--- src/hw/rtl/alc_pkg.sv ---
// Shared types, constants and constant tables for the alcohol sensor converter.
// Used by every module of the block; depends on nothing.
`default_nettype none
package alc_pkg;

  localparam int unsigned SampleCountDef = 8;
  localparam int unsigned AdcMaxDef      = 1023;

  localparam int unsigned SampleW = 10;
  localparam int unsigned SumW    = 16;
  localparam int unsigned R0W     = 24;
  localparam int unsigned RlW     = 20;
  localparam int unsigned FieldW  = 24;
  localparam int unsigned NumW    = 36;   // ADC_MAX * N * load fits in 36 bits
  localparam int unsigned DivW    = 52;   // widest dividend: rs << 16
  localparam int unsigned DivisorW = 24;
  localparam int unsigned CfgIdxW = 2;

  localparam logic [CfgIdxW-1:0] CFG_CLEAN_AIR = 2'd0;
  localparam logic [CfgIdxW-1:0] CFG_LOAD      = 2'd1;

  localparam logic [R0W-1:0] R0_RESET = 24'd60000;
  localparam logic [RlW-1:0] RL_RESET = 20'd200000;

  localparam logic [FieldW-1:0] MAX24 = 24'hFFFFFF;

  localparam logic [1:0] ST_OK   = 2'd0;
  localparam logic [1:0] ST_ZERO = 2'd1;
  localparam logic [1:0] ST_SAT  = 2'd2;

  // log2(4.7) and 1.11 in Q16, offset of eight octaves for the exp2 stage.
  localparam logic signed [25:0] LOG2_COEFF = 26'sd146320;
  localparam logic signed [25:0] Z_OFFSET   = 26'sd524288;
  localparam logic signed [25:0] Z_LIMIT    = 26'sd2621440;
  localparam logic signed [17:0] EXPONENT   = 18'sd72745;

  // Reciprocals of 125 for the mg/L and blood alcohol scaling. For a ppm value
  // below 2^26, (ppm * MG_RECIP) >> 33 is floor(ppm * 64 / 125) and
  // (ppm * BAC_RECIP) >> 33 is floor(ppm * 128 / 125), both exact.
  localparam logic [33:0] MG_RECIP  = 34'd4398046512;
  localparam logic [33:0] BAC_RECIP = 34'd8796093023;

  typedef struct packed {
    logic [FieldW-1:0] rs_ohms;
    logic [FieldW-1:0] ratio_q16;
    logic [FieldW-1:0] ppm_q8;
    logic [FieldW-1:0] mg_per_litre_q16;
    logic [FieldW-1:0] blood_alcohol_q16;
    logic [1:0]        status;
  } result_t;

  typedef struct packed {
    logic                start;
    logic [DivW-1:0]     dividend;
    logic [DivisorW-1:0] divisor;
  } div_req_t;

  typedef struct packed {
    logic            done;
    logic [DivW-1:0] quotient;
  } div_rsp_t;

  // Integer square root of a 64-bit value, evaluated at elaboration only.
  function automatic logic [63:0] isqrt64(input logic [63:0] n_in);
    logic [63:0] n;
    logic [63:0] res;
    logic [63:0] bitv;
    n    = n_in;
    res  = '0;
    bitv = 64'd1 << 62;
    for (int i = 0; i < 32; i++) begin
      if (bitv > n) bitv = bitv >> 2;
    end
    for (int i = 0; i < 32; i++) begin
      if (bitv != 0) begin
        if (n >= res + bitv) begin
          n   = n - (res + bitv);
          res = (res >> 1) + bitv;
        end else begin
          res = res >> 1;
        end
        bitv = bitv >> 2;
      end
    end
    return res;
  endfunction

  // Entry i holds 2^(2^-(i+1)) in Q1.30, each from the previous by a square root.
  function automatic logic [16*31-1:0] exp_table();
    logic [63:0]        f;
    logic [16*31-1:0]   tbl;
    f   = 64'd2 << 30;
    tbl = '0;
    for (int k = 0; k < 16; k++) begin
      f = isqrt64(f << 30);
      tbl[k*31 +: 31] = f[30:0];
    end
    return tbl;
  endfunction

  localparam logic [16*31-1:0] EXP_TABLE = exp_table();

endpackage
`default_nettype wire

--- src/hw/rtl/alc_front.sv ---
// Front end: accumulates raw samples and posts each finished sum to the queue.
// Depends on alc_pkg.
`default_nettype none
module alc_front #(
  parameter int unsigned SAMPLE_COUNT = alc_pkg::SampleCountDef
) (
  input  wire logic                       clk_i,
  input  wire logic                       rst_ni,
  input  wire logic                       accept_i,
  input  wire logic [alc_pkg::SampleW-1:0] sample_i,
  output logic                            push_o,
  output logic [alc_pkg::SumW-1:0]        sum_o
);
  localparam int unsigned CntW = $clog2(SAMPLE_COUNT + 1);

  logic [CntW-1:0]          cnt_q, cnt_d;
  logic [alc_pkg::SumW-1:0] sum_q, sum_d, sum_next;
  logic                     last;

  assign sum_next = sum_q + alc_pkg::SumW'(sample_i);
  assign last     = (cnt_q == CntW'(SAMPLE_COUNT - 1));
  assign push_o   = accept_i && last;
  assign sum_o    = sum_next;

  always_comb begin
    cnt_d = cnt_q;
    sum_d = sum_q;
    if (accept_i) begin
      if (last) begin
        cnt_d = '0;
        sum_d = '0;
      end else begin
        cnt_d = cnt_q + CntW'(1);
        sum_d = sum_next;
      end
    end
  end

  always_ff @(posedge clk_i or negedge rst_ni) begin
    if (!rst_ni) begin
      cnt_q <= '0;
      sum_q <= '0;
    end else begin
      cnt_q <= cnt_d;
      sum_q <= sum_d;
    end
  end
endmodule
`default_nettype wire

--- config.mk ---
export PLATFORM = sky130hd
export DESIGN_NAME = alc_front
export DESIGN_NICKNAME = d
export VERILOG_FILES = /design/src/hw/rtl/alc_pkg.sv /design/src/hw/rtl/alc_front.sv
export SDC_FILE = /design/constraint.sdc
export NUM_CORES = 1
export LEC_CHECK = 0
export ABC_AREA = 1
export BUFFER_PORTS_ARGS = -buffer_cell sky130_fd_sc_hd__buf_2
export CAP_MARGIN = 10
export CORE_MARGIN = 10
export CORE_UTILIZATION = 40
export DETAILED_ROUTE_END_ITERATION = 16
export HOLD_SLACK_MARGIN = 0.02
export PLACE_DENSITY_LB_ADDON = 0.2
export SYNTH_ARGS = -nofsm -noshare
export SYNTH_HDL_FRONTEND = slang
export SYNTH_SLANG_ARGS = --single-unit
--- constraint.sdc ---
create_clock -name clk_i -period 3.25 [get_ports clk_i]
set_input_delay 0.325 -clock clk_i [delete_from_list [all_inputs] [get_ports clk_i]]
set_output_delay 0.325 -clock clk_i [all_outputs]
set_load 0.005 [all_outputs]
==> metrics.txt <==
# diodes=0; syn_area_per_cell=6.75 µm²; # DRC=0; Cells after Synth=235; I/O pins=30; worst reg2reg path startpoint=sum_q[0]; initial antenna violation count=0; most instantiated cells after synthesis=86 x nand2_1, 39 x inv_1, 20 x dfrtp_1; synthesis-stage register bit count=20; Final nets=292; final setup fails=0; Seq/Total Area, Yosys=31.5%; Crit. Startpoint=sum_q[0]; drt first pass iters=4; share of cells above drive strength 1=16.9%; arrival time worst endpoint=2.07 ns; first-pass GRT wire length=6.43 mm; gr ovfl total=0; Leakage Power=1.11 nW; Fmax=417 MHz; I/O Buffers=29; pre-CTS setup slack=1.06 ns; FP Rows=22; post-DR vias/cell=4.53; Int Power=0.900 mW; DR iter-0 viols=64; Num CTS Buffers=3; maximum clock insertion buffer count=2; power share of the sequential group=27.5%; H-Tree Depth=1; Min Clock Period, post-route=2.40 ns; max_cap viols=0; fillers=416; Max-slew headroom=50.9%; RSZ-0062 raised after global routing=false; Setup CP Type=reg2out; Tcrit/Tclk final=73.8%; Syn Nets=260; actual slew at the worst max-slew pin=0.736 ns; top-count cell post-synth=nand2_1; vias in the first global route=1442; Hold Fails Final Rpt=0; Clock Sinks=20; core area=0.00374 mm²; Post-CTS Setup Repair Bufs=0; largest net degree at the start of global routing=21; pwr dens=896 mW/mm²; crit start category=flip-flop; switching portion of total power=45.3%; Starting Density=42.4%; Peak VDD IR=0.000355 V; cell taking the most area after synthesis=dfrtp_1; CTS resizes=0; Worst Path Required=2.92 ns; Sw Pwr=0.746 mW; Synth top area share=31.5%; Crit Path Max Fanout=3; Area Growth Syn to Fin=15.7%; CTS tree=done; Hold Path Class=in2async; Die ar.=0.00689 mm²; Detail Route Antenna Nets=0; GRT Total Usage=10.7%; post-synth cell types=26; Clock Latency Late Sink=0.26 ns; ys async rst share=100%; post-detail-place hpwl=2.76 mm; Fin Clk Skew=0.00219 ns; Clk network pwr share=11.9%; status=complete, no violations; routability cong.=0.856; WL final=3.46 mm; Final Slew Violations=0; WL/cell=11.0 µm; Synth area leaders=dfrtp_1 32%, nand2_1 20%, inv_1 9.2%; via count=1421; Clock Tree Root=clkbuf_8; die width=83.0 µm; area of the mapped netlist=0.00159 mm²; Post-synth EDFFs=0; Worst Setup End Kind=output pin; die height=83.0 µm; power share of the combinational group=60.6%; setup ws final=0.851 ns; setup TNS=0 ns; Synth warnings=0; Main synth FF type=dfrtp_1; CTS clock-pin slew for the worst setup and hold paths=0.08 ns; cts hold-fix bufs=0
## kinds of logic after synthesis
| logic type | count (synthesis) | synth area share, % |
|---|---|---|
| compound gates | 16 | 6.39 |
| simple gates | 136 | 36.7 |
| fa+ha+maj | 12 | 9.94 |
| buf+inv | 44 | 10.6 |
| xor+xnor | 7 | 4.81 |
| flops | 20 | 31.5 |
## critical path: stages, from the launching register on
cell and delay, ns:
dfrtp_1 0.38, ha_1 0.21, fa_1 0.40, nand2_1 0.12, nand2_1 0.06, nand3b_1 0.08
nand2_1 0.11, nand2_1 0.10, nand3_1 0.08, and2_1 0.16, buf_2 0.12
## power groups by stage
stage,clock [mW],combinational [mW],sequential (mW)
finish,0.196,0.998,0.452
global route,0.213,1.19,0.469
CTS,0.204,1.02,0.451
detailed placement,0,1.01,0.455
global placement,0,1.00,0.456
floorplan,0,0.723,0.432
## registers in the layout, indices dropped and copies added (netlist names)
signal / count
cnt_q: 4
sum_q: 16
## cell usage in the layout, fill, tap and decap left out, types with 3 or more instances in the layout
master / count
a21oi_1: 5
a22o_1: 3
and2_1: 8
buf_2: 29
clkbuf_8: 4
dfrtp_1: 20
ha_1: 11
inv_1: 39
inv_2: 3
nand2_1: 86
nand2_2: 4
nand3_1: 19
nor2_1: 12
o21ai_0: 4
xor2_1: 4
## through the flow
| step | area [µm²] | utilization [%] | power (mW) | instances | hold WS [ns] |
|---|---|---|---|---|---|
| after floorplan | 1590 | - | 1.16 | 235 | 0.0294 |
| after global placement | 1780 | 47.6 | 1.46 | 310 | 0.315 |
| after detailed placement | 1780 | 47.6 | 1.47 | 310 | 0.314 |
| after CTS | 1840 | 49.0 | 1.68 | 314 | 0.0239 |
| after global routing | 1840 | 49.0 | 1.87 | 314 | 0.0353 |
| final | 1840 | 49.0 | 1.65 | 314 | 0.00777 |
## path summary, 6_finish.rpt
path / cells past startpoint / slack, ns / end
min in group clk_i: 2 / 0.32 / cnt_q[1]
max reg2reg: 10 / 1.47 / sum_q[14]
min reg2reg: 2 / 0.49 / sum_q[7]
max in group asynchronous: 1 / 2.92 / sum_q[15]
max: 10 / 0.85 / sum_o[10]
min: 1 / 0.008 / sum_q[3]
## layer usage
metal / track usage, % / vias to the layer above / wire length (µm)
li1: - / 784 / -
met1: 13.6 / 610 / 1790
met2: 17.3 / 25 / 1510
met3: 3.32 / 2 / 137
met4: 1.85 / 0 / 19
met5: 0 / - / 0
## cell type report
cell class                      instances  area (µm²)  share of cell area [%]
Multi-Input combinational cell        171         917                    50.0
Sequential cell                        20         500                    27.3
Inverter                               42         158                    8.59
Timing Repair Buffer                   29         145                    7.91
Tap cell                               48        60.1                    3.27
Clock buffer                            4        55.1                    3.00
Power figures use the tool's default switching activity.
