**src/hw/rtl/alc_pkg.sv**
```systemverilog
// Shared types, constants and constant tables for the alcohol sensor converter.
// Used by every module of the block; depends on nothing.
`default_nettype none
package alc_pkg;

  localparam int unsigned SampleCountDef = 8;
  localparam int unsigned AdcMaxDef      = 1023;

  localparam int unsigned SampleW = 10;
  localparam int unsigned SumW    = 16;
  localparam int unsigned R0W     = 24;
  localparam int unsigned RlW     = 20;
  localparam int unsigned FieldW  = 24;
  localparam int unsigned NumW    = 36;   // ADC_MAX * N * load fits in 36 bits
  localparam int unsigned DivW    = 52;   // widest dividend: rs << 16
  localparam int unsigned DivisorW = 24;
  localparam int unsigned CfgIdxW = 2;

  localparam logic [CfgIdxW-1:0] CFG_CLEAN_AIR = 2'd0;
  localparam logic [CfgIdxW-1:0] CFG_LOAD      = 2'd1;

  localparam logic [R0W-1:0] R0_RESET = 24'd60000;
  localparam logic [RlW-1:0] RL_RESET = 20'd200000;

  localparam logic [FieldW-1:0] MAX24 = 24'hFFFFFF;

  localparam logic [1:0] ST_OK   = 2'd0;
  localparam logic [1:0] ST_ZERO = 2'd1;
  localparam logic [1:0] ST_SAT  = 2'd2;

  // log2(4.7) and 1.11 in Q16, offset of eight octaves for the exp2 stage.
  localparam logic signed [25:0] LOG2_COEFF = 26'sd146320;
  localparam logic signed [25:0] Z_OFFSET   = 26'sd524288;
  localparam logic signed [25:0] Z_LIMIT    = 26'sd2621440;
  localparam logic signed [17:0] EXPONENT   = 18'sd72745;

  // Reciprocals of 125 for the mg/L and blood alcohol scaling. For a ppm value
  // below 2^26, (ppm * MG_RECIP) >> 33 is floor(ppm * 64 / 125) and
  // (ppm * BAC_RECIP) >> 33 is floor(ppm * 128 / 125), both exact.
  localparam logic [33:0] MG_RECIP  = 34'd4398046512;
  localparam logic [33:0] BAC_RECIP = 34'd8796093023;

  typedef struct packed {
    logic [FieldW-1:0] rs_ohms;
    logic [FieldW-1:0] ratio_q16;
    logic [FieldW-1:0] ppm_q8;
    logic [FieldW-1:0] mg_per_litre_q16;
    logic [FieldW-1:0] blood_alcohol_q16;
    logic [1:0]        status;
  } result_t;

  typedef struct packed {
    logic                start;
    logic [DivW-1:0]     dividend;
    logic [DivisorW-1:0] divisor;
  } div_req_t;

  typedef struct packed {
    logic            done;
    logic [DivW-1:0] quotient;
  } div_rsp_t;

  // Integer square root of a 64-bit value, evaluated at elaboration only.
  function automatic logic [63:0] isqrt64(input logic [63:0] n_in);
    logic [63:0] n;
    logic [63:0] res;
    logic [63:0] bitv;
    n    = n_in;
    res  = '0;
    bitv = 64'd1 << 62;
    for (int i = 0; i < 32; i++) begin
      if (bitv > n) bitv = bitv >> 2;
    end
    for (int i = 0; i < 32; i++) begin
      if (bitv != 0) begin
        if (n >= res + bitv) begin
          n   = n - (res + bitv);
          res = (res >> 1) + bitv;
        end else begin
          res = res >> 1;
        end
        bitv = bitv >> 2;
      end
    end
    return res;
  endfunction

  // Entry i holds 2^(2^-(i+1)) in Q1.30, each from the previous by a square root.
  function automatic logic [16*31-1:0] exp_table();
    logic [63:0]        f;
    logic [16*31-1:0]   tbl;
    f   = 64'd2 << 30;
    tbl = '0;
    for (int k = 0; k < 16; k++) begin
      f = isqrt64(f << 30);
      tbl[k*31 +: 31] = f[30:0];
    end
    return tbl;
  endfunction

  localparam logic [16*31-1:0] EXP_TABLE = exp_table();

endpackage
`default_nettype wire

```
**src/hw/rtl/alc_fifo.sv**
```systemverilog
// Two-entry queue of sample sums between the front end and the sequencer.
// Depends on alc_pkg.
`default_nettype none
module alc_fifo (
  input  wire logic                      clk_i,
  input  wire logic                      rst_ni,
  input  wire logic                      push_i,
  input  wire logic [alc_pkg::SumW-1:0]  data_i,
  input  wire logic                      pop_i,
  output logic [alc_pkg::SumW-1:0]       data_o,
  output logic                           full_o,
  output logic                           empty_o
);
  logic [alc_pkg::SumW-1:0] mem_q [2];
  logic       wptr_q, rptr_q;
  logic [1:0] fill_q;

  assign full_o  = (fill_q == 2'd2);
  assign empty_o = (fill_q == 2'd0);
  assign data_o  = mem_q[rptr_q];

  always_ff @(posedge clk_i) begin
    if (push_i) begin
      mem_q[wptr_q] <= data_i;
    end
  end

  always_ff @(posedge clk_i or negedge rst_ni) begin
    if (!rst_ni) begin
      wptr_q <= 1'b0;
      rptr_q <= 1'b0;
      fill_q <= 2'd0;
    end else begin
      if (push_i) wptr_q <= ~wptr_q;
      if (pop_i)  rptr_q <= ~rptr_q;
      fill_q <= fill_q + 2'(push_i) - 2'(pop_i);
    end
  end
endmodule
`default_nettype wire

```
**config.mk**
```make
export PLATFORM = sky130hd
export DESIGN_NAME = alc_fifo
export DESIGN_NICKNAME = d
export VERILOG_FILES = /design/src/hw/rtl/alc_pkg.sv /design/src/hw/rtl/alc_fifo.sv
export SDC_FILE = /design/constraint.sdc
export NUM_CORES = 1
export LEC_CHECK = 0
export BUFFER_PORTS_ARGS = -buffer_cell sky130_fd_sc_hd__buf_2
export CAP_MARGIN = 20
export CORE_AREA = 3 3 75 77
export DETAILED_ROUTE_END_ITERATION = 7
export DIE_AREA = 0 0 78 80
export HOLD_SLACK_MARGIN = 0.1
export PLACE_DENSITY = 0.5
export SLEW_MARGIN = 20
export SYNTH_ARGS = -nofsm -noshare
export SYNTH_HDL_FRONTEND = slang
export SYNTH_SLANG_ARGS = --single-unit
```
**constraint.sdc**
```tcl
create_clock -name clk_i -period 1.5 [get_ports clk_i]
set_input_delay 0.15 -clock clk_i [delete_from_list [all_inputs] [get_ports clk_i]]
set_output_delay 0.15 -clock clk_i [all_outputs]
set_load 0.02 [all_outputs]
```
==> flow_metrics.env <==
export IMPL_outcome="completed"
export IMPL_drt_drc_violations_left=0
export IMPL_synthMuxAreaShare_pct=15.3
export IMPL_pin_count_of_the_biggest_net_entering_global_routing=17
export IMPL_yosys_warnings=0
export IMPL_first_pass_grt_wire_length_um=3650
export IMPL_switching_share_of_total_power_pct=29.9
export IMPL_cts_root_to_sink_buffers=2
export IMPL_share_of_the_yosys_chip_area_belonging_to_registers_pct=75.6
export IMPL_worst_slew_pin_transition_ns=0.146
export IMPL_critical_path_arrival_ns=1.33
export IMPL_finClkSkew_ns=0.00394
export IMPL_p_comb_share_pct=36.7
export IMPL_rsz_0062_raised_after_global_routing="yes"
export IMPL_numCtsBuffers=5
export IMPL_cts_root_buf="clkbuf_8"
export IMPL_crit_reg2reg_launch="fill_q[0]$_DFF_PN0_"
export IMPL_core_region_area_um2=5070
export IMPL_max_freq_mhz=678
export IMPL_power_leakage_nw=0.822
export IMPL_floorplan_io_pins=38
export IMPL_initial_cell_density_of_the_core_pct=27.6
export IMPL_ys_seq_elements=36
export IMPL_grt_util_all_layers_pct=8.10
export IMPL_final_period_minus_worst_setup_slack_ns=1.48
export IMPL_adder_cell_fraction_of_synth_area_pct=1.78
export IMPL_vias=775
export IMPL_netlist_area_um2=1400
export IMPL_synth_simple_gate_area_share_pct=1.61
export IMPL_syn_avg_cell_area_um2=21.6
export IMPL_required_ns=1.35
export IMPL_area_growth_pct=43.1
export IMPL_dpl_cell_area_um2=1710
export IMPL_power_density_nw_per_um2=1760
export IMPL_antenna_left=0
export IMPL_synth_compound_area_share_pct=0
export IMPL_cellInternalPower_w=0.00248
export IMPL_yosys_cell_types=13
export IMPL_finalCoreUtilization_pct=39.5
export IMPL_final_area_um2=2010
export IMPL_path_class="reg2out"
export IMPL_post_route_period_util_pct=98.4
export IMPL_number_of_cell_rows=26
export IMPL_vdd_drop_max_mv=0.650
export IMPL_finish_net_count=153
export IMPL_timing_critical_path_from_type="flip-flop"
export IMPL_final_layout_size_suffix_gt1_share_pct=50.0
export IMPL_tns_ns=0
export IMPL_synth_fp_nets=87
export IMPL_switchingPower_w=0.00106
export IMPL_fp_dieH_um=80
export IMPL_relSlewSlack_pct=90.3
export IMPL_final_cell_mix="37 x buf_2, 32 x edfxtp_1, 19 x dlygate4sd3_1, 9 x mux2_4, 7 x mux2_2"
export IMPL_placement_io_buffers=37
export IMPL_number_of_antenna_violations_at_the_first_check_in_global_routing=0
export IMPL_gp_routability_congestion=0.582
export IMPL_final_common_cell="buf_2"
export IMPL_synth_cells=65
export IMPL_hold_class="in2async"
export IMPL_clkTransAtPathRegs_ns=0.07
export IMPL_reg2regPathDepth=5
export IMPL_wl_per_cell_um=11.6
export IMPL_vias_in_the_first_global_route=763
export IMPL_tritoncts="yes"
export IMPL_p_seq_share_pct=40.2
export IMPL_via_per_inst=3.84
export IMPL_drt_wl_total_um=2340
export IMPL_drtIter0Drc=25
export IMPL_share_clk_of_total_power_pct=23.1
export IMPL_area_enclosed_by_the_die_boundary_um2=6240
export IMPL_crit_path_start="rptr_q$_DFFE_PN0P_"
export IMPL_critical_path_max_fanout=8
export IMPL_dpl_hpwl_um=1590
export IMPL_dominant_combinational_cell_family_by_area_after_synthesis="multiplexers"
export IMPL_cts_num_sinks=36
export IMPL_max_cap_violations=0
export IMPL_diodes=0
export IMPL_critical_path_endpoint_type="output port"
export IMPL_timing_final_setup_violations=0
export IMPL_timing_final_max_slew_violations=0
export IMPL_fillCellCount=492
export IMPL_worstSkewPairLatency_ns=0.28
export IMPL_synth_xor_xnor_area_share_pct=2.94
export IMPL_first_pass_iters=3
export IMPL_timing_final_hold_violations=0
export IMPL_globalRouteOverflowTotal=0
export IMPL_dieWidth_um=78
export IMPL_htreeDepth=2
==> cell type report <==
cell class                 count  area [um2]  share of cell area [%]
clock buffer                   6        72.6                    3.62
clock inverter                 2        35.0                    1.75
inverter                       2        7.51                   0.374
multi-input combinational     25         305                    15.2
sequential                    36        1060                    52.9
tap                           70        87.6                    4.36
timing repair buffer          61         438                    21.8
==> power by group through the flow <==
stage                     clock network (W)  logic [W]  registers, W
after global placement                    0    0.00128       0.00144
final                              0.000816    0.00130       0.00142
after global routing               0.000907    0.00139       0.00145
after floorplan                           0   0.000941       0.00143
after CTS                          0.000859    0.00133       0.00143
after detailed placement                  0    0.00129       0.00145
==> critical path, cell delays in order, from the launching register on <==
cell and delay (ns):
dfrtp_1 0.39, buf_4 0.19, mux2_4 0.31, buf_2 0.16
==> timing repair <==
item | 4_1_cts | 5_1_grt
buffers inserted | 0 | 0
gates resized for setup | 0 | 0
hold endpoints to repair | 38 | 0
endpoints found under the setup margin | 0 | 13
hold buffers | 19 | 0
==> sequential cells by signal, summed over array words and instances (netlist names) <==
| name | flops |
|---|---|
| rptr_q | 1 |
| wptr_q | 1 |
| mem_q | 32 |
| fill_q | 2 |
==> cell usage after synthesis (all sizes together) <==
cell | number | area, um2
xor2 | 2 | 17.5
ha | 2 | 25.0
edfxtp | 32 | 961
xor3 | 1 | 23.8
mux2 | 16 | 214
dfrtp | 4 | 100
and2 | 1 | 6.26
buf | 2 | 31.3
inv | 2 | 7.51
nor2b | 2 | 12.5
nor2 | 1 | 3.75
==> final timing paths <==
| path | end | slack, ns |
|---|---|---|
| min in group clk_i | wptr_q$_DFFE_PN0P_ | 0.51 |
| min reg2reg | wptr_q$_DFFE_PN0P_ | 0.51 |
| max | data_o[11] | 0.02 |
| min | fill_q[0]$_DFF_PN0_ | 0.20 |
| max in group asynchronous | rptr_q$_DFFE_PN0P_ | 1.19 |
| max reg2reg | fill_q[1]$_DFF_PN0_ | 0.32 |
==> through the flow <==
stage	total power, W	hold slack (ns)	std cells	setup slack [ns]
2_1_floorplan	0.00237	-0.146	65	0.257
3_3_place_gp	0.00272	-0.0383	175	0.323
3_5_place_dp	0.00274	-0.0348	175	0.321
4_1_cts	0.00361	0.195	202	0.000947
5_1_grt	0.00375	0.217	202	-0.0301
6_report	0.00354	0.197	202	0.0242
==> logic make-up (layout without fill, tap and decap cells) <==
kind of cell / after synthesis / count (layout)
buffers and inverters: 4 / 71
xor gates and xnor gates: 3 / 3
muxes: 16 / 16
DFF: 36 / 36
and+or+nand+nor: 4 / 4
adders and majority gates: 2 / 2
==> metal layers <==
layer	wire length, um	share of wire [%]	vias up	global-route usage [%]
li1	-	-	376	-
met1	1030	44	361	9.44
met2	1060	45	32	12.4
met3	205	8.8	6	4.18
met4	42	1.8	0	3.67
met5	0	0	-	0
No activity file was read; power rests on OpenSTA's default activity.
